## src/rtl/hex_literal_to_decimal_filter_defines.svh

```systemverilog
// Assertion macros used by the top module to check itself.
`ifndef HEX_LITERAL_TO_DECIMAL_FILTER_DEFINES_SVH
`define HEX_LITERAL_TO_DECIMAL_FILTER_DEFINES_SVH

// The consequent must hold in the same cycle as the antecedent.
`define HLTD_ASSERT_NOW(label, ante, cons, msg) \
  label: assert property (@(posedge clk) disable iff (!rst_n) (ante) |-> (cons)) \
    else $error(msg);

// The consequent must hold in the cycle after the antecedent.
`define HLTD_ASSERT_NEXT(label, ante, cons, msg) \
  label: assert property (@(posedge clk) disable iff (!rst_n) (ante) |=> (cons)) \
    else $error(msg);

`endif

```

## src/rtl/hltd_pkg.sv

```systemverilog
package hltd_pkg;

  localparam int ACC_BITS_DEF = 32;
  localparam int FIFO_DEPTH   = 4;

  localparam logic [7:0] CH_ZERO  = 8'h30;
  localparam logic [7:0] CH_NINE  = 8'h39;
  localparam logic [7:0] CH_UP_A  = 8'h41;
  localparam logic [7:0] CH_UP_F  = 8'h46;
  localparam logic [7:0] CH_LOW_A = 8'h61;
  localparam logic [7:0] CH_LOW_F = 8'h66;
  localparam logic [7:0] CH_X     = 8'h78;
  localparam logic [7:0] CH_MINUS = 8'h2d;

  // Prefix bytes that a command emits before anything else.
  typedef enum logic [1:0] {
    PRE_NONE   = 2'd0,
    PRE_ZERO   = 2'd1,
    PRE_ZERO_X = 2'd2
  } pre_t;

  // Control half of one queued command: prefix, then decimal, then the byte.
  typedef struct packed {
    pre_t       pre;
    logic       has_num;
    logic       has_char;
    logic [7:0] char_val;
  } cmd_ctrl_t;

  typedef struct packed {
    logic not_empty;
    logic full;
  } q_stat_t;

  // Bit 4 marks a hex digit, bits 3:0 hold its value.
  function automatic logic [4:0] hex_digit(input logic [7:0] c);
    logic [4:0] r;
    r = '0;
    if (c >= CH_ZERO && c <= CH_NINE) begin
      r = {1'b1, c[3:0]};
    end else if ((c >= CH_UP_A && c <= CH_UP_F) || (c >= CH_LOW_A && c <= CH_LOW_F)) begin
      r = {1'b1, c[3:0] + 4'd9};
    end
    return r;
  endfunction

  // Decimal digits needed for an unsigned value of the given width.
  function automatic int dec_digits(input int bits);
    return (bits * 30103) / 100000 + 1;
  endfunction

endpackage

```

## src/rtl/hltd_front.sv

```systemverilog
module hltd_front #(
  parameter int ACC_BITS = hltd_pkg::ACC_BITS_DEF
) (
  input  logic                  clk,
  input  logic                  rst_n,
  input  logic                  in_tvalid,
  output logic                  in_tready,
  input  logic [7:0]            in_tdata,
  input  logic                  in_tuser,
  input  hltd_pkg::q_stat_t     q_stat,
  output logic                  push,
  output hltd_pkg::cmd_ctrl_t   push_ctrl,
  output logic [ACC_BITS-1:0]   push_value
);

  typedef enum logic [3:0] {
    SC_IDLE   = 4'b0001,
    SC_ZERO   = 4'b0010,
    SC_PREFIX = 4'b0100,
    SC_DIGITS = 4'b1000
  } scan_t;

  scan_t               mode_r, mode_nxt;
  logic [ACC_BITS-1:0] acc_r, acc_nxt;
  logic                accept;
  logic [4:0]          hex;

  assign in_tready = !q_stat.full;
  assign accept    = in_tvalid && !q_stat.full;
  assign hex       = hltd_pkg::hex_digit(in_tdata);

  always_comb begin
    mode_nxt            = mode_r;
    acc_nxt             = acc_r;
    push                = 1'b0;
    push_ctrl.pre       = hltd_pkg::PRE_NONE;
    push_ctrl.has_num   = 1'b0;
    push_ctrl.has_char  = 1'b0;
    push_ctrl.char_val  = in_tdata;
    push_value          = acc_r;
    if (accept) begin
      if (in_tuser) begin
        case (mode_r)
          SC_ZERO: begin
            push          = 1'b1;
            push_ctrl.pre = hltd_pkg::PRE_ZERO;
          end
          SC_PREFIX: begin
            push          = 1'b1;
            push_ctrl.pre = hltd_pkg::PRE_ZERO_X;
          end
          SC_DIGITS: begin
            push              = 1'b1;
            push_ctrl.has_num = 1'b1;
          end
          default: ;
        endcase
        mode_nxt = SC_IDLE;
        acc_nxt  = '0;
      end else begin
        case (mode_r)
          SC_IDLE: begin
            if (in_tdata == hltd_pkg::CH_ZERO) begin
              mode_nxt = SC_ZERO;
            end else begin
              push               = 1'b1;
              push_ctrl.has_char = 1'b1;
            end
          end
          SC_ZERO: begin
            if (in_tdata == hltd_pkg::CH_X) begin
              mode_nxt = SC_PREFIX;
            end else begin
              push               = 1'b1;
              push_ctrl.pre      = hltd_pkg::PRE_ZERO;
              push_ctrl.has_char = 1'b1;
              mode_nxt           = SC_IDLE;
            end
          end
          SC_PREFIX: begin
            if (hex[4]) begin
              acc_nxt  = {{(ACC_BITS-4){1'b0}}, hex[3:0]};
              mode_nxt = SC_DIGITS;
            end else begin
              push               = 1'b1;
              push_ctrl.pre      = hltd_pkg::PRE_ZERO_X;
              push_ctrl.has_char = 1'b1;
              mode_nxt           = SC_IDLE;
            end
          end
          SC_DIGITS: begin
            if (hex[4]) begin
              acc_nxt = {acc_r[ACC_BITS-5:0], hex[3:0]};
            end else begin
              push               = 1'b1;
              push_ctrl.has_num  = 1'b1;
              push_ctrl.has_char = 1'b1;
              acc_nxt            = '0;
              mode_nxt           = SC_IDLE;
            end
          end
          default: begin
            mode_nxt = SC_IDLE;
          end
        endcase
      end
    end
  end

  always_ff @(posedge clk) begin
    if (!rst_n) begin
      mode_r <= SC_IDLE;
      acc_r  <= '0;
    end else begin
      mode_r <= mode_nxt;
      acc_r  <= acc_nxt;
    end
  end

endmodule

```

## src/rtl/hltd_fifo.sv

```systemverilog
module hltd_fifo #(
  parameter int DATA_W = 8
) (
  input  logic              clk,
  input  logic              rst_n,
  input  logic              push,
  input  logic [DATA_W-1:0] wr_data,
  input  logic              pop,
  output logic [DATA_W-1:0] rd_data,
  output hltd_pkg::q_stat_t q_stat
);

  localparam int DEPTH = hltd_pkg::FIFO_DEPTH;
  localparam int AW    = $clog2(DEPTH);

  logic [DATA_W-1:0] mem_r [DEPTH];
  logic [AW-1:0]     wr_ptr_r, rd_ptr_r;
  logic [AW:0]       cnt_r;

  assign rd_data          = mem_r[rd_ptr_r];
  assign q_stat.not_empty = (cnt_r != '0);
  assign q_stat.full      = (cnt_r == (AW+1)'(DEPTH));

  always_ff @(posedge clk) begin
    if (push) begin
      mem_r[wr_ptr_r] <= wr_data;
    end
  end

  always_ff @(posedge clk) begin
    if (!rst_n) begin
      wr_ptr_r <= '0;
      rd_ptr_r <= '0;
      cnt_r    <= '0;
    end else begin
      if (push) begin
        wr_ptr_r <= wr_ptr_r + AW'(1);
      end
      if (pop) begin
        rd_ptr_r <= rd_ptr_r + AW'(1);
      end
      if (push && !pop) begin
        cnt_r <= cnt_r + (AW+1)'(1);
      end else if (pop && !push) begin
        cnt_r <= cnt_r - (AW+1)'(1);
      end
    end
  end

endmodule

```

## src/rtl/hltd_back.sv

```systemverilog
module hltd_back #(
  parameter int ACC_BITS = hltd_pkg::ACC_BITS_DEF
) (
  input  logic                clk,
  input  logic                rst_n,
  input  logic                q_valid,
  input  hltd_pkg::cmd_ctrl_t q_ctrl,
  input  logic [ACC_BITS-1:0] q_value,
  output logic                pop,
  output logic                out_tvalid,
  input  logic                out_tready,
  output logic [7:0]          out_tdata,
  output logic                out_tlast
);

  localparam int NDIG  = hltd_pkg::dec_digits(ACC_BITS);
  localparam int BCD_W = NDIG * 4;
  localparam int CNT_W = $clog2(ACC_BITS);
  localparam int DIG_W = $clog2(NDIG);

  typedef enum logic [5:0] {
    ST_IDLE = 6'b000001,
    ST_PRE  = 6'b000010,
    ST_SIGN = 6'b000100,
    ST_CONV = 6'b001000,
    ST_DIG  = 6'b010000,
    ST_CHAR = 6'b100000
  } st_t;

  st_t                 st_r, st_nxt;
  hltd_pkg::pre_t      pre_r, pre_nxt;
  logic                pre_idx_r, pre_idx_nxt;
  logic                has_num_r, has_num_nxt;
  logic                has_char_r, has_char_nxt;
  logic                neg_r, neg_nxt;
  logic [7:0]          char_r, char_nxt;
  logic [ACC_BITS-1:0] bin_r, bin_nxt;
  logic [BCD_W-1:0]    bcd_r, bcd_nxt, bcd_adj;
  logic [CNT_W-1:0]    bit_cnt_r, bit_cnt_nxt;
  logic [DIG_W-1:0]    dig_cnt_r, dig_cnt_nxt;
  logic                started_r, started_nxt;
  logic                out_tvalid_r, out_tlast_r;
  logic [7:0]          out_tdata_r;

  logic                out_free, emit, emit_last, load, finish, pre_last, q_neg;
  logic [7:0]          emit_byte;
  logic [3:0]          top_dig;

  assign out_tvalid = out_tvalid_r;
  assign out_tdata  = out_tdata_r;
  assign out_tlast  = out_tlast_r;
  assign out_free   = !out_tvalid_r || out_tready;
  assign top_dig    = bcd_r[BCD_W-1 -: 4];
  assign pre_last   = (pre_r == hltd_pkg::PRE_ZERO) || pre_idx_r;
  assign q_neg      = q_ctrl.has_num && q_value[ACC_BITS-1];

  always_comb begin
    for (int i = 0; i < NDIG; i++) begin
      bcd_adj[i*4 +: 4] = (bcd_r[i*4 +: 4] >= 4'd5) ? bcd_r[i*4 +: 4] + 4'd3
                                                    : bcd_r[i*4 +: 4];
    end
  end

  always_comb begin
    st_nxt       = st_r;
    pre_nxt      = pre_r;
    pre_idx_nxt  = pre_idx_r;
    has_num_nxt  = has_num_r;
    has_char_nxt = has_char_r;
    neg_nxt      = neg_r;
    char_nxt     = char_r;
    bin_nxt      = bin_r;
    bcd_nxt      = bcd_r;
    bit_cnt_nxt  = bit_cnt_r;
    dig_cnt_nxt  = dig_cnt_r;
    started_nxt  = started_r;
    emit         = 1'b0;
    emit_last    = 1'b0;
    emit_byte    = char_r;
    load         = 1'b0;
    finish       = 1'b0;
    pop          = 1'b0;

    case (st_r)
      ST_IDLE: begin
        load = q_valid;
      end
      ST_PRE: begin
        if (out_free) begin
          emit      = 1'b1;
          emit_byte = pre_idx_r ? hltd_pkg::CH_X : hltd_pkg::CH_ZERO;
          emit_last = pre_last && !has_num_r && !has_char_r;
          if (!pre_last) begin
            pre_idx_nxt = 1'b1;
          end else if (has_num_r) begin
            st_nxt = neg_r ? ST_SIGN : ST_CONV;
          end else if (has_char_r) begin
            st_nxt = ST_CHAR;
          end else begin
            finish = 1'b1;
          end
        end
      end
      ST_SIGN: begin
        if (out_free) begin
          emit      = 1'b1;
          emit_byte = hltd_pkg::CH_MINUS;
          st_nxt    = ST_CONV;
        end
      end
      ST_CONV: begin
        bcd_nxt = {bcd_adj[BCD_W-2:0], bin_r[ACC_BITS-1]};
        bin_nxt = {bin_r[ACC_BITS-2:0], 1'b0};
        if (bit_cnt_r == '0) begin
          st_nxt      = ST_DIG;
          dig_cnt_nxt = DIG_W'(NDIG - 1);
          started_nxt = 1'b0;
        end else begin
          bit_cnt_nxt = bit_cnt_r - CNT_W'(1);
        end
      end
      ST_DIG: begin
        if (!started_r && top_dig == 4'd0 && dig_cnt_r != '0) begin
          bcd_nxt     = {bcd_r[BCD_W-5:0], 4'd0};
          dig_cnt_nxt = dig_cnt_r - DIG_W'(1);
        end else if (out_free) begin
          emit        = 1'b1;
          emit_byte   = hltd_pkg::CH_ZERO + {4'd0, top_dig};
          emit_last   = (dig_cnt_r == '0) && !has_char_r;
          started_nxt = 1'b1;
          bcd_nxt     = {bcd_r[BCD_W-5:0], 4'd0};
          if (dig_cnt_r == '0) begin
            if (has_char_r) begin
              st_nxt = ST_CHAR;
            end else begin
              finish = 1'b1;
            end
          end else begin
            dig_cnt_nxt = dig_cnt_r - DIG_W'(1);
          end
        end
      end
      ST_CHAR: begin
        if (out_free) begin
          emit      = 1'b1;
          emit_byte = char_r;
          emit_last = 1'b1;
          finish    = 1'b1;
        end
      end
      default: begin
        st_nxt = ST_IDLE;
      end
    endcase

    if (finish) begin
      st_nxt = ST_IDLE;
      load   = q_valid;
    end

    if (load) begin
      pop          = 1'b1;
      pre_nxt      = q_ctrl.pre;
      pre_idx_nxt  = 1'b0;
      has_num_nxt  = q_ctrl.has_num;
      has_char_nxt = q_ctrl.has_char;
      char_nxt     = q_ctrl.char_val;
      neg_nxt      = q_neg;
      bin_nxt      = q_neg ? (~q_value + ACC_BITS'(1)) : q_value;
      bcd_nxt      = '0;
      bit_cnt_nxt  = CNT_W'(ACC_BITS - 1);
      if (q_ctrl.pre != hltd_pkg::PRE_NONE) begin
        st_nxt = ST_PRE;
      end else if (q_ctrl.has_num) begin
        st_nxt = q_neg ? ST_SIGN : ST_CONV;
      end else begin
        st_nxt = ST_CHAR;
      end
    end
  end

  always_ff @(posedge clk) begin
    if (!rst_n) begin
      st_r         <= ST_IDLE;
      out_tvalid_r <= 1'b0;
    end else begin
      st_r <= st_nxt;
      if (emit) begin
        out_tvalid_r <= 1'b1;
      end else if (out_tready) begin
        out_tvalid_r <= 1'b0;
      end
    end
  end

  always_ff @(posedge clk) begin
    pre_r      <= pre_nxt;
    pre_idx_r  <= pre_idx_nxt;
    has_num_r  <= has_num_nxt;
    has_char_r <= has_char_nxt;
    neg_r      <= neg_nxt;
    char_r     <= char_nxt;
    bin_r      <= bin_nxt;
    bcd_r      <= bcd_nxt;
    bit_cnt_r  <= bit_cnt_nxt;
    dig_cnt_r  <= dig_cnt_nxt;
    started_r  <= started_nxt;
    if (emit) begin
      out_tdata_r <= emit_byte;
      out_tlast_r <= emit_last;
    end
  end

endmodule

```

## src/rtl/hex_literal_to_decimal_filter.sv

```systemverilog
// Text filter that passes bytes through and rewrites each 0x hex literal as signed decimal
// text. A scanner takes one item per cycle while the queue is not full and queues a short
// command whenever bytes are due; an emitter drains the four-entry queue through a
// registered output. Ordinary bytes flow at one per cycle while the output is ready.
// A '0', an 'x' after it and hex digits give no output when they arrive. A finished number
// gets a minus sign when negative, ACC_BITS-bit shift-and-add-3 conversion, a digit per
// position (leading zeros skipped at one per cycle, 10 positions for 32 bits) and any
// ending byte; the scanner accepts until the queue fills. tlast marks the last byte
// caused by an input item; an end item (tuser high) flushes a pending prefix or number.
`include "hex_literal_to_decimal_filter_defines.svh"

module hex_literal_to_decimal_filter #(
  parameter int ACC_BITS = hltd_pkg::ACC_BITS_DEF
) (
  input  logic       clk,
  input  logic       rst_n,
  input  logic       in_tvalid,
  output logic       in_tready,
  input  logic [7:0] in_tdata,   // char_in
  input  logic       in_tuser,   // kind
  output logic       out_tvalid,
  input  logic       out_tready,
  output logic [7:0] out_tdata,  // char_out
  output logic       out_tlast
);

  localparam int CTRL_W = $bits(hltd_pkg::cmd_ctrl_t);
  localparam int DATA_W = ACC_BITS + CTRL_W;

  hltd_pkg::q_stat_t   q_stat;
  hltd_pkg::cmd_ctrl_t push_ctrl, rd_ctrl;
  logic [ACC_BITS-1:0] push_value, rd_value;
  logic [DATA_W-1:0]   wr_data, rd_data;
  logic                q_push, q_pop;

  assign wr_data  = {push_value, push_ctrl};
  assign rd_ctrl  = hltd_pkg::cmd_ctrl_t'(rd_data[CTRL_W-1:0]);
  assign rd_value = rd_data[DATA_W-1:CTRL_W];

  hltd_front #(.ACC_BITS(ACC_BITS)) u_front (
    .clk        (clk),
    .rst_n      (rst_n),
    .in_tvalid  (in_tvalid),
    .in_tready  (in_tready),
    .in_tdata   (in_tdata),
    .in_tuser   (in_tuser),
    .q_stat     (q_stat),
    .push       (q_push),
    .push_ctrl  (push_ctrl),
    .push_value (push_value)
  );

  hltd_fifo #(.DATA_W(DATA_W)) u_fifo (
    .clk     (clk),
    .rst_n   (rst_n),
    .push    (q_push),
    .wr_data (wr_data),
    .pop     (q_pop),
    .rd_data (rd_data),
    .q_stat  (q_stat)
  );

  hltd_back #(.ACC_BITS(ACC_BITS)) u_back (
    .clk        (clk),
    .rst_n      (rst_n),
    .q_valid    (q_stat.not_empty),
    .q_ctrl     (rd_ctrl),
    .q_value    (rd_value),
    .pop        (q_pop),
    .out_tvalid (out_tvalid),
    .out_tready (out_tready),
    .out_tdata  (out_tdata),
    .out_tlast  (out_tlast)
  );

  `HLTD_ASSERT_NOW(a_push_not_full, q_push, !q_stat.full, "Command pushed into a full queue.")
  `HLTD_ASSERT_NOW(a_pop_not_empty, q_pop, q_stat.not_empty, "Command popped from an empty queue.")
  `HLTD_ASSERT_NEXT(a_full_holds_off, q_stat.full && !q_pop, !in_tready, "Input taken while the queue stays full.")

endmodule

```

## config.mk

```make
export PLATFORM = sky130hd
export DESIGN_NAME = hex_literal_to_decimal_filter
export DESIGN_NICKNAME = d
export VERILOG_FILES = /design/src/rtl/hltd_pkg.sv /design/src/rtl/hltd_front.sv /design/src/rtl/hltd_fifo.sv /design/src/rtl/hltd_back.sv /design/src/rtl/hex_literal_to_decimal_filter.sv
export VERILOG_INCLUDE_DIRS = /design/src /design/src/rtl
export SDC_FILE = /design/constraint.sdc
export NUM_CORES = 1
export LEC_CHECK = 0
export ABC_CLOCK_PERIOD_IN_PS = 17990
export BUFFER_PORTS_ARGS = -buffer_cell sky130_fd_sc_hd__buf_2
export CAP_MARGIN = 20
export CORE_MARGIN = 2
export CORE_UTILIZATION = 50
export CTS_CLUSTER_DIAMETER = 150
export DETAILED_ROUTE_END_ITERATION = 8
export PLACE_DENSITY_LB_ADDON = 0.3
export SLEW_MARGIN = 10
export SYNTH_ARGS = -nofsm -noshare
export SYNTH_HDL_FRONTEND = slang
export SYNTH_SLANG_ARGS = --single-unit
export TNS_END_PERCENT = 5
```

## constraint.sdc

```tcl
create_clock -name clk -period 17.99 [get_ports clk]
set_input_delay 3.598 -clock clk [delete_from_list [all_inputs] [get_ports clk]]
set_output_delay 3.598 -clock clk [all_outputs]
set_load 0.01 [all_outputs]
```

== Word level (Yosys, flattened, before mapping) ==
Memories as Yosys holds them, arrays and structs flattened. A register that Yosys moved wholly into a read port is not among the register bits.
Index checks and enable logic that the tools add are counted.
W data, S select, Z words.
Operators by class
  multipliers: 0
  equal/unequal tests: 30
  mux-type cells: 103
  order comparisons: 16
  div/mod/pow operators: 0
  $add $sub $neg: 19
  bitwise logic cells: 3
  shift-type cells: 0
  reduce and logical (&&, ||, !) cells: 45
Operator list (count)
  $mux W32: 6
  $mux W4: 20
  $mux W40: 2
  $pmux W40 S2: 1
  $mux W6: 13
  $pmux W32 S2: 1
  $ge A4 B3 Y1 const B: 10
  $add A4 B2 Y4 const B: 9
  $add A32 B1 Y32 const B: 1
  $mux W1: 32
  $mux W8: 4
  $not A32 Y32: 1
  $pmux W6 S5: 1
  $ne A4 B1 Y1 const B: 6
  $pmux W8 S3: 1
  $ge A8 B7 Y1 const B: 2
  $le A8 B7 Y1 const B: 2
  $pmux W4 S4: 1
  $mux W3: 5
  $logic_and A1 B1 Y1: 12
  $mux W5: 2
  $reduce_bool A2 Y1: 5
  $ne A3 B2 Y1 const B: 3
  $pmux W1 S3: 3
  48 further kinds: 73
Word-level totals
  register bits: 155
  bits in read-only memories: 0
  memories kept: 1
  bits in latches: 0
  logic and storage cells: 237
  bits in writable memories: 176
  bits of input ports: 13
Memories
  u_fifo.mem_r: depth 4, bits a word 44, rd ports 1, clocked after memory_dff 1, wr ports 1, line hltd_fifo.sv:16  | logic [DATA_W-1:0] mem_r [DEPTH];

== Longest topological paths before layout ==
Gate-level depths: netlist of run 1.
  depth after elaboration: 13
  mapped depth: 15
  gate-level depth less buffers: 14

== Hierarchy ==
Synthesis of run 1 repeated with hierarchy kept, for this count alone.
Unflattened totals
  cells, all modules: 1240
  area, all modules: 15381.0 µm²
Modules (own cells, without submodules)
  hltd_fifo: seq. area each 5465.2 µm², area each 6854.1 µm², instances 1, cells an instance 273
  hltd_back: seq. area each 2832.7 µm², area each 6399.9 µm², instances 1, cells an instance 725
  hltd_front: seq. area each 720.7 µm², area each 2127.0 µm², instances 1, cells an instance 242

== Least setup slack after synthesis of run 1 ==
OpenSTA, ideal clock, no wires.
  path kind: in2reg
  start point: input port in_tdata[0]
  end point: memory u_fifo.mem_r[0][0] (netlist name), enable pin
  arrival time: 7.742 ns
  cell stages on the path: 8
  path slack: 9.797 ns
  path buffers: 0
  path through: inv_1 > ha_1 > and2_1 > o311ai_0 > a32oi_1 > a2111oi_0 > a31oi_1 > nor2b_1
Between the ends
  cells in the longest elaborated chain, start to end: 11
  elaborated cells between the ends (all ways): 22
RTL lines
  start, declared: line hex_literal_to_decimal_filter.sv:19  | input logic [7:0] in_tdata,
  $ge A8 B7 Y1 or $le A8 B7 Y1 (tied branches): line hltd_pkg.sv:41  | end else if ((c >= CH_UP_A && c <= CH_UP_F) || (c >= CH_LOW_A && c <= CH_LOW_F)) begin
  $logic_and A1 B1 Y1: line hltd_pkg.sv:41
  $logic_or A1 B1 Y1: line hltd_pkg.sv:41
  $mux W5: line hltd_pkg.sv:41
  $mux W5: line hltd_pkg.sv:39  | if (c >= CH_ZERO && c <= CH_NINE) begin
  $mux W1: line hltd_front.sv:81, hltd_front.sv:92
  $pmux W1 S3 *: line hltd_front.sv:61  | case (mode_r)
  $mux W1 *: line hltd_front.sv:42  | if (in_tuser) begin
  $mux W1 *: line hltd_front.sv:41  | if (accept) begin
  $mux W1 *: line hltd_fifo.sv:25  | if (push) begin
  $mux W1 (not written as such) *: line hltd_fifo.sv:26  | mem_r[wr_ptr_r] <= wr_data;
  end, declared: line hltd_fifo.sv:16
Every way passes the cells marked *; elsewhere a longest branch is shown, timed or not.

== Worst setup path after layout of run 1 ==
  start point: input port in_tdata[0]
  end point: register u_fifo.cnt_r[2]
Between the ends
  cells in the longest elaborated chain, start to end: 12
  elaborated cells between the ends (all ways): 25
RTL lines
  $ge A8 B7 Y1 or $le A8 B7 Y1 (tied branches): line hltd_pkg.sv:41
  $logic_and A1 B1 Y1: line hltd_pkg.sv:41
  $logic_or A1 B1 Y1: line hltd_pkg.sv:41
  $mux W5: line hltd_pkg.sv:41
  $mux W5: line hltd_pkg.sv:39
  $mux W1: line hltd_front.sv:81, hltd_front.sv:92
  $pmux W1 S3 *: line hltd_front.sv:61
  $mux W1 *: line hltd_front.sv:42
  $mux W1 *: line hltd_front.sv:41
  net q_push: line hex_literal_to_decimal_filter.sv:34  | logic q_push, q_pop;
  $logic_not A1 Y1: line hltd_fifo.sv:44  | end else if (pop && !push) begin
  $logic_and A1 B1 Y1: line hltd_fifo.sv:44
  $reduce_bool A2 Y1 (no line)
  end signal, assigned: line hltd_fifo.sv:43  | cnt_r <= cnt_r + (AW+1)'(1);
  end signal, assigned: line hltd_fifo.sv:45  | cnt_r <= cnt_r - (AW+1)'(1);
  end, declared: line hltd_fifo.sv:18  | logic [AW:0] cnt_r;
Mark *: on every way through the listed nets, which the timed path passes. The rest lies on a longest branch.
A chain may end at the register's enable or synchronous reset.

==> results of run 1 <==
==> final cells by class <==
type / instances / area (µm²)
timing repair buffer: 42 / 255
fill: 2415 / 12700
clock buffer: 45 / 1030
sequential: 333 / 9020
multi-input combinational: 812 / 5790
tap: 390 / 488
inverter: 48 / 180
clock inverter: 23 / 288
==> power by group through the flow <==
stage          combinational, mW  clock [mW]  sequential, mW
2_1_floorplan              0.438           0            1.01
3_3_place_gp               0.550           0            1.02
3_5_place_dp               0.562           0            1.02
4_1_cts                    0.565       0.806            1.01
5_1_grt                    0.625       0.831            1.02
6_report                   0.561       0.790            1.01
==> cells in the mapped netlist (3+ instances only) <==
cell type and number:
nand2_1 148, xor2_1 9, nor2_1 80, a311oi_1 18, o21ai_1 3, a22oi_1 17, a31oi_1 13, mux4_2 45
nand4_1 6, clkbuf_1 48, edfxtp_1 235, xnor2_1 38, o211ai_1 3, nor4bb_1 3, inv_1 46, or2_2 11
or3b_2 3, o31ai_1 12, a41oi_1 8, a211oi_1 4, or4_1 8, nor2b_1 21, o311a_1 8, a21o_1 5
o31a_1 4, dfxtp_1 98, nand3_1 44, nor3b_1 5, or3_1 10, and2_1 6, buf_2 13, nor3_1 25
o2111ai_1 4, nor4b_1 4, mux2i_1 15, a21oi_1 69, buf_1 6, nor4_1 11, ha_1 33, o21ai_0 59
nand3b_1 3, o22ai_1 4, nand2b_1 20
==> metrics by stage <==
step	total power, mW	cells
after detailed placement	1.59	1625
after global routing	2.48	1693
final	2.36	1693
after CTS	2.38	1693
after floorplan	1.45	1263
after global placement	1.57	1624
==> flip-flops by register name, indices dropped and copies added (netlist names), 4 cells and up, named ones only <==
register	flops
u_back.out_tdata	8
u_back.char_r	8
u_front.mode_r	4
u_back.bcd_r	40
u_back.bit_cnt_r	5
u_back.bin_r	32
u_back.dig_cnt_r	4
u_front.push_value	32
u_back.st_r	6
u_fifo.mem_r	176
==> cell families after synthesis <==
| logic type | synth area share [%] |
|---|---|
| simple gates | 13.8 |
| mux | 7.65 |
| buf+inv | 3.12 |
| flops | 59.3 |
| compound gates | 10.6 |
| xor+xnor | 2.70 |
| fa+ha+maj | 2.84 |
==> worst reg2reg max path, stage by stage, from the launching register on <==
cell and delay (ns):
dfxtp_1 0.38, or4_1 0.66, a2111o_1 0.42, nor4b_2 0.17
buf_4 0.19, nor2_4 0.07, buf_4 0.60, inv_2 0.58
ha_1 0.41, inv_1 0.09, fa_1 0.18, xor2_1 0.07
or3_1 0.30, a21oi_1 0.14
==> worst max-delay path by stage <==
stage               slack (ns)                  to        start  depth (start not counted)
finish                   10.53     u_fifo.cnt_r[2]  in_tdata[0]                         16
global route             10.22     u_fifo.cnt_r[2]  in_tdata[0]                         16
CTS                      10.46  u_fifo.mem_r[2][0]  in_tdata[0]                         11
detailed placement        9.93  u_fifo.mem_r[2][5]  in_tdata[0]                         11
global placement         10.23     u_fifo.cnt_r[2]  in_tdata[0]                         16
floorplan                 9.80  u_fifo.mem_r[0][0]  in_tdata[0]                          8
==> metal layers <==
layer | wire [µm] | up-vias
li1 | - | 4734
met1 | 13800 | 4811
met2 | 14500 | 192
met3 | 1210 | 46
met4 | 548 | 0
met5 | 0 | -
==> impl_metrics.csv, run 1 <==
group,metric,value,unit
outcome,status,"finished, final reports clean",
clock_network,clkTransAtPathRegs,0.06,ns
floorplan,die-area,31900,µm²
yosys,synth_area,15200,µm²
sta,skew,0.0340,ns
finish,final_core_util,57.2,%
clock_network,hold_buffers,0,
clock_network,cts-root-buf,"clkbuf_16",
floorplan,die_h,178,µm
floorplan,core_area,29800,µm²
global_routing,grt_pass1_wl,48800,µm
placement,portBuffers,23,
global_routing,grt_max_degree,79,
sta,max_freq,134,MHz
finish,syn_to_final_growth,12.0,%
global_routing,globalRouteMet1Util,26.5,%
finish,final_cell_mix,"edfxtp_1 (235), nand2_1 (148), dfxtp_1 (96)",
finish,nNetsFinal,1321,
global_routing,grt_busiest_layer,"met2",
global_routing,antenna_found_initial,0,
sta,rsz0062_at_grt,"false",
min_path,worstHoldPathCells,1,
finish,final_common_cell,"edfxtp_1",
worst_setup_path,arrival,7.92,ns
worst_setup_path,r2r_start,"u_back.st_r[4]",
yosys,synth_seq_cells,333,
clock_network,cts_buffers,37,
power,power_density,138,nW/µm²
worst_setup_path,path_common_cell,"inv_1",
global_routing,grt_overflow,0,
floorplan,initial_core_util,51.1,%
yosys,synth_nets,1310,
global_routing,grt_util_met2,31.6,%
worst_setup_path,rrSetupSlack,13.67,ns
power,power_frac_seq,42.7,%
power,vdd_drop_max,142,µV
sta,whs,0.496,ns
drt,drt_iter0_markers,752,
drt,routed_via_density,5.78,
worst_setup_path,slowest_delay,0.84,ns
worst_setup_path,path_class,"in2reg",
sta,drv_slew,0,
placement,dp_hpwl,18200,µm
yosys,yosys_warnings,0,
yosys,synthCells,1263,
clock_network,post_cts_buffers,0,
sta,worst_slew_pin_slew,1.02,ns
yosys,yosysUniqueCellTypes,72,
worst_setup_path,path_cells,"buf_2 -> inv_1 -> ha_1 -> and2_1 -> o311ai_0 -> a32oi_1 -> a2111oi_1 -> a31oi_1 -> buf_4 -> inv_1 -> ha_1 -> inv_1 -> fa_1 -> xor2_1 -> or3_1 -> a21oi_1",
yosys,synth-edff-count,235,
finish,stdcell_area,17000,µm²
worst_setup_path,start_kind,"input pin",
worst_setup_path,rr_endpoint,"u_fifo.cnt_r[2]",
min_path,worstHoldPathType,"reg2reg",
sta,slew_headroom,30.9,%
worst_setup_path,cp_data_required_time,18.45,ns
worst_setup_path,crit_slowest_cell,"o311ai_0",
sta,tns,0,ns
yosys,synthFlopType,"edfxtp_1",
clock_network,cts_buffer_depth,3,
placement,gp_congestion,0.814,
clock_network,clock_latency,0.53,ns
min_path,worstHoldStart,"u_back.char_r[5]",
worst_setup_path,crit_family,"compound AO/OA/AOI/OAI gates",
yosys,yosysSeqAreaShare,59.3,%
power,p_leak,5.56,nW
flow_run,max-cap-violations,0,
drt,drc,0,
drt,finalWirelength,30000,µm
finish,diodes,0,
clock_network,cts_tree,"done",
clock_network,htreeDepth,2,
finish,drive_gt1_share,14.4,%
global_routing,grt_use_met3,2.88,%
sta,hold_viol_final,0,
worst_setup_path,cp_num_buf_inv,5,
placement,place_worst_setup_slack,9.93,ns
power,pwr-share-comb,23.8,%
floorplan,row_count,63,
min_path,hold_end,"u_back.out_tdata[5]",
global_routing,grt_use_total,19.2,%
drt,drt-wirelength-per-cell,17.7,µm
sta,period_minus_slack,7.46,ns
sta,period_share,41.5,%
worst_setup_path,reg2reg_depth,13,
power,intPower,1.65,mW
drt,vias,9783,
clock_network,cts_resized,0,
yosys,async_flop_share,0,%
power,switchingPower,0.706,mW
drt,first_pass_iters,5,
clock_network,clock-sinks,333,
yosys,yosysTopAreaCell,"edfxtp_1",
floorplan,die-width,178,µm
power,sw_frac_of_total,29.9,%
power,p_clk_share,33.5,%
floorplan,io_pins,24,
global_routing,grt_pass1_vias,9468,
worst_setup_path,worstSetupEndpointType,"flip-flop",
yosys,ys_top_cells_by_area,"edfxtp_1 (46%), dfxtp_1 (13%), mux4_2 (6.7%)",
sta,finalSetupViolCount,0,
sta,setup_ws,10.53,ns
worst_setup_path,cp_max_fo,11,
yosys,netlist.area_leader.share,46.4,%
placement,place_area,15700,µm²
drt,ant_nets,0,
yosys,avgSynthCellArea,12.1,µm²
Note: power is estimated with default switching activity, not from simulation.
==> run 2: changes to the inputs <==
Settings changed: ABC_CLOCK_PERIOD_IN_PS 17990 to 7190.
Clock period 17.99 ns to 7.19 ns, I/O delays scaled along.
==> impl_metrics.csv, run 2 (synthesized netlist as in run 1, its figures left out) <==
group,metric,value,unit
outcome,status,"finished, final reports clean",
floorplan,die-width,178,µm
worst_setup_path,slowest_delay,0.90,ns
sta,period_minus_slack,5.28,ns
power,pwr-share-comb,24.2,%
placement,dp_hpwl,18900,µm
power,p_clk_share,30.9,%
sta,skew,0.0263,ns
sta,tns,0,ns
power,vdd_drop_max,225,µV
finish,largest-register,"u_fifo.mem_r",
clock_network,post_cts_buffers,0,
floorplan,initial_core_util,51.1,%
finish,reg_top3,"u_fifo.mem_r: 176 flops, u_back.bcd_r: 40 flops",
sta,period_share,73.5,%
clock_network,cts_tree,"done",
finish,largest_reg_flops,176,
worst_setup_path,crit_family,"compound AO/OA/AOI/OAI gates",
worst_setup_path,worstSetupEndpointType,"flip-flop",
finish,nNetsFinal,1321,
floorplan,io_pins,24,
drt,routed_via_density,5.75,
finish,diodes,0,
drt,finalWirelength,29600,µm
worst_setup_path,cp_max_fo,11,
placement,portBuffers,23,
worst_setup_path,arrival,5.71,ns
drt,drt-wirelength-per-cell,17.5,µm
power,switchingPower,1.72,mW
power,power_frac_seq,44.9,%
worst_setup_path,rrSetupSlack,3.10,ns
placement,dp_cells,1625,
drt,drc,0,
placement,place_worst_setup_slack,1.30,ns
floorplan,die-area,31900,µm²
global_routing,grt_pass1_vias,9570,
sta,finalSetupViolCount,0,
floorplan,die_h,178,µm
sta,rsz0062_at_grt,"false",
drt,first_pass_iters,5,
floorplan,core_area,29800,µm²
worst_setup_path,path_cells,"buf_2 -> inv_1 -> ha_1 -> and2_1 -> o311ai_0 -> a32oi_1 -> a2111oi_0 -> clkbuf_1 -> a31oi_1 -> buf_4 -> inv_1 -> ha_1 -> inv_1 -> fa_1 -> xor2_1 -> or3_1 -> a21oi_1",
clock_network,clkTransAtPathRegs,0.06,ns
clock_network,clock-sinks,333,
drt,ant_nets,0,
floorplan,row_count,63,
finish,final_cell_mix,"edfxtp_1 (235), nand2_1 (148), dfxtp_1 (96)",
global_routing,grt_max_degree,66,
global_routing,grt_overflow,0,
worst_setup_path,cp_num_buf_inv,6,
clock_network,cts_buffer_depth,3,
placement,gp_congestion,0.843,
clock_network,cts_buffers,35,
sta,worst_slew_pin_slew,1.12,ns
clock_network,cts-root-buf,"clkbuf_16",
drt,vias,9719,
worst_setup_path,crit_slowest_cell,"o311ai_0",
drt,drt_iter0_markers,809,
sta,drv_slew,0,
power,power_density,335,nW/µm²
power,sw_frac_of_total,30.4,%
sta,slew_headroom,24.6,%
clock_network,hold_buffers,0,
finish,stdcell_count,1689,
worst_setup_path,cp_data_required_time,7.62,ns
global_routing,grt_use_total,19.3,%
global_routing,antenna_found_initial,0,
flow_run,max-cap-violations,0,
sta,hold_viol_final,0,
worst_setup_path,start_kind,"input pin",
worst_setup_path,path_class,"in2reg",
finish,syn_to_final_growth,10.9,%
finish,final_common_cell,"edfxtp_1",
sta,setup_ws,1.91,ns
finish,fillCellCount,2427,
finish,drive_gt1_share,14.0,%
global_routing,grt_pass1_wl,49200,µm
clock_network,clock_latency,0.51,ns
min_path,worstHoldPathType,"reg2reg",
power,p_leak,5.48,nW
clock_network,htreeDepth,2,
sta,max_freq,189,MHz
power,intPower,3.94,mW
clock_network,cts_resized,0,
worst_setup_path,path_common_cell,"inv_1",
power,power.total,5.66,mW
[run 2: metal layers]
metal | track usage [%] | part of all wire, % | wire length [µm]
met5 | 0 | 0 | 0
met4 | 5.15 | 1.8 | 535
met3 | 3.15 | 3.9 | 1150
met2 | 32.1 | 48 | 14300
met1 | 26.4 | 46 | 13600
[run 2: worst paths after layout]
path	startpoint	end	cells after the start
setup / recovery	in_tdata[0]	u_fifo.cnt_r[2]	17
setup reg to reg	u_back.dig_cnt_r[0]	u_fifo.cnt_r[2]	13
hold reg to reg	u_back.char_r[5]	u_back.out_tdata[5]	1
hold / removal	u_back.char_r[5]	u_back.out_tdata[5]	1
[run 2: area by class of cell]
| class | count | area (µm²) | share of cell area (%) |
|---|---|---|---|
| sequential | 333 | 9020 | 53.5 |
| multi-input combinational | 812 | 5780 | 34.3 |
| clock buffer | 44 | 951 | 5.63 |
| tap | 390 | 488 | 2.89 |
| timing repair buffer | 44 | 284 | 1.68 |
| inverter | 48 | 180 | 1.07 |
| clock inverter | 18 | 168 | 0.993 |
[run 2: power groups by stage]
stage | Clock [mW] | Sequential, mW | Combinational, mW
6_report | 1.75 | 2.54 | 1.37
5_1_grt | 1.85 | 2.57 | 1.54
4_1_cts | 1.78 | 2.54 | 1.38
3_5_place_dp | 0 | 2.58 | 1.38
3_3_place_gp | 0 | 2.57 | 1.35
2_1_floorplan | 0 | 2.53 | 1.09
[run 2: per-stage QoR]
step | instance area, µm² | utilization (%) | hold slack, ns
floorplan | 15200 | - | 0.459
global placement | 15700 | 52.8 | 0.479
detailed placement | 15700 | 52.8 | 0.494
CTS | 16900 | 56.6 | 0.503
global route | 16900 | 56.6 | 0.528
finish | 16900 | 56.6 | 0.497
==> run 3: changes to the inputs <==
Settings changed: ABC_AREA set to 1, ABC_CLOCK_PERIOD_IN_PS 7190 to 4400.
Clock period 7.19 ns to 4.4 ns, I/O delays scaled along.
==> impl_metrics.csv, run 3 <==
group,metric,value,unit
min_path,worstHoldPathType,"reg2reg",
drt,first_pass_iters,5,
drt,drt-wirelength-per-cell,15.2,µm
yosys,yosysMostFrequentCell,"nand2_1",
power,p_leak,7.12,nW
finish,syn_to_final_growth,9.63,%
yosys,synth_area,16000,µm²
clock_network,hold_buffers,0,
drt,drt_iter0_markers,826,
worst_setup_path,cp_num_buf_inv,4,
finish,diodes,0,
flow_run,max-cap-violations,0,
clock_network,cts_buffer_depth,3,
floorplan,initial_core_util,50.8,%
yosys,yosys.area_share.adder,2.70,%
finish,fillCellCount,2739,
finish,final_common_cell,"nand2_1",
floorplan,die_h,183,µm
sta,hold_viol_final,0,
yosys,synthCells,1768,
worst_setup_path,path_cells,"buf_2 -> inv_1 -> ha_1 -> o21ai_0 -> nand2_1 -> nand2_1 -> nand3_1 -> nand3_1 -> nand3_1 -> nand2_1 -> inv_1 -> nor2_4 -> buf_4",
yosys,yosys_warnings,0,
yosys,ys_top_cells_by_area,"edfxtp_1 (44%), dfxtp_1 (12%), nand2_1 (12%)",
sta,drv_slew,0,
worst_setup_path,arrival,3.14,ns
yosys,async_flop_share,0,%
finish,largest_reg_flops,176,
worst_setup_path,worstSetupEndpointType,"flip-flop",
yosys,synth_seq_cells,333,
yosys,synth-compound-area-share,11.3,%
floorplan,die-area,33500,µm²
finish,stdcell_count,2201,
placement,portBuffers,23,
sta,period_minus_slack,3.00,ns
floorplan,die-width,183,µm
yosys,avgSynthCellArea,9.06,µm²
drt,ant_nets,0,
sta,period_share,68.2,%
sta,whs,0.467,ns
clock_network,post_cts_buffers,0,
clock_network,clock_latency,0.52,ns
worst_setup_path,start_kind,"input pin",
clock_network,cts_tree,"done",
yosys,yosysSeqAreaShare,56.3,%
drt,routed_via_density,5.32,
yosys,yosysUniqueCellTypes,49,
worst_setup_path,cp_max_fo,44,
global_routing,grt_use_total,19.9,%
finish,drive_gt1_share,8.78,%
sta,tns,0,ns
power,power.total,10.4,mW
yosys,synthFlopType,"edfxtp_1",
clock_network,cts-root-buf,"clkbuf_16",
global_routing,grt_overflow,0,
outcome,status,"finished, final reports clean",
global_routing,antenna_found_initial,0,
clock_network,clkTransAtPathRegs,0.06,ns
yosys,synth_top_family_by_area,"simple AND/OR/NAND/NOR gates",
sta,finalSetupViolCount,0,
finish,final_cell_mix,"nand2_1 (498), edfxtp_1 (235), inv_1 (171)",
sta,worst_slew_pin_slew,1.01,ns
clock_network,cts_resized,0,
placement,dp_hpwl,21200,µm
placement,place_area,16400,µm²
global_routing,grt_pass1_vias,11000,
yosys,yosysTopAreaCell,"edfxtp_1",
sta,skew,0.0129,ns
floorplan,row_count,65,
yosys,synth-xor-area-share,1.31,%
clock_network,cts_buffers,36,
sta,max_freq,333,MHz
global_routing,grt_max_degree,63,
finish,nNetsFinal,1818,
yosys,synth_nets,1815,
yosys,synth_common_cells,"nand2_1 (499), edfxtp_1 (235), inv_1 (171), nand3_1 (120), o21ai_0 (119)",
finish,stdcell_area,17600,µm²
sta,rsz0062_at_grt,"false",
worst_setup_path,path_class,"in2reg",
floorplan,io_pins,24,
drt,drc,0,
worst_setup_path,crit_family,"buffers and inverters",
global_routing,grt_pass1_wl,54100,µm
worst_setup_path,crit_slowest_cell,"buf_4",
yosys,netlist.area_leader.share,44.0,%
clock_network,clock-sinks,333,
placement,dp_cells,2135,
worst_setup_path,slowest_delay,0.55,ns
drt,finalWirelength,33500,µm
power,vdd_drop_max,381,µV
yosys,synth-edff-count,235,
yosys,synthSimpleGateAreaFrac,21.3,%
sta,slew_headroom,32.2,%
power,power_density,592,nW/µm²
drt,vias,11700,
finish,reg_top3,"u_fifo.mem_r: 176 flops, u_back.bcd_r: 40 flops",
floorplan,core_area,31600,µm²
finish,largest-register,"u_fifo.mem_r",
worst_setup_path,cp_data_required_time,4.54,ns
placement,gp_congestion,0.852,
yosys,yosys-mux-area-fraction,0,%
clock_network,htreeDepth,2,
## run 3: cell count changes in the layout (fill, tap and decap cells not counted), sizes merged, moves of 18 or more
cell / previous run / this run
nor2: 81 / 124
nor2b: 21 / 0
o21ai: 62 / 144
xnor2: 38 / 8
nand2b: 20 / 0
nand3: 45 / 123
o21a: 2 / 28
o211ai: 3 / 39
inv: 49 / 181
nand2: 148 / 513
mux4: 45 / 0
a311oi: 18 / 0
## run 3: layout make-up
type                            instances  area (µm²)  share of cell area [%]
Multi-Input combinational cell       1178        5910                    33.7
Inverter                              181         682                    3.88
Sequential cell                       333        9020                    51.3
Clock buffer                           55        1060                    6.06
Tap cell                              402         503                    2.86
Timing Repair Buffer                   41         288                    1.64
Clock inverter                         11        98.8                   0.563
## run 3: kinds of logic (layout without fill, tap and decap cells)
group           after synthesis  after routing
compound gates              314            314
xor+xnor                     24             24
fa+ha+maj                    34             34
buf+inv                     257            288
flops                       333            333
simple gates                806            806
## run 3: per-layer routing
layer  global-route usage (%)  up-vias  share of wire (%)  wire, µm
li1                         -     5952                  -         -
met1                     26.8     5507                 47     15600
met2                     33.5      209                 48     16000
met3                     3.16       50                4.0      1340
met4                     5.54        0                1.9       626
met5                        0        -                  0         0
## run 3: power breakdown
part	total [mW]	internal (mW)	switching, mW
Sequential	4.25	4.02	0.222
Clock	2.94	1.74	1.20
Combinational	3.22	0.939	2.28
## run 3: path summary, 6_finish.rpt
check	slack, ns	depth (start not counted)	to	start
max	1.40	13	u_fifo.mem_r[2][40]	in_tdata[0]
max reg2reg	1.54	11	u_back.bin_r[22]	u_back.st_r[0]
min	0.47	2	flip-flop	u_fifo.rd_ptr_r[1]
min reg2reg	0.47	2	flip-flop	u_fifo.rd_ptr_r[1]
## run 3: worst min-delay path, cell delays in order, from the launching register on
cell	delay, ns
dfxtp_1	0.31
inv_1	0.05
a21oi_1	0.06
## run 3: through the flow
stage,util [%],setup WS (ns)
2_1_floorplan,-,0.195
3_3_place_gp,52.0,0.986
3_5_place_dp,52.0,0.892
4_1_cts,55.7,1.42
5_1_grt,55.7,1.19
6_report,55.7,1.40
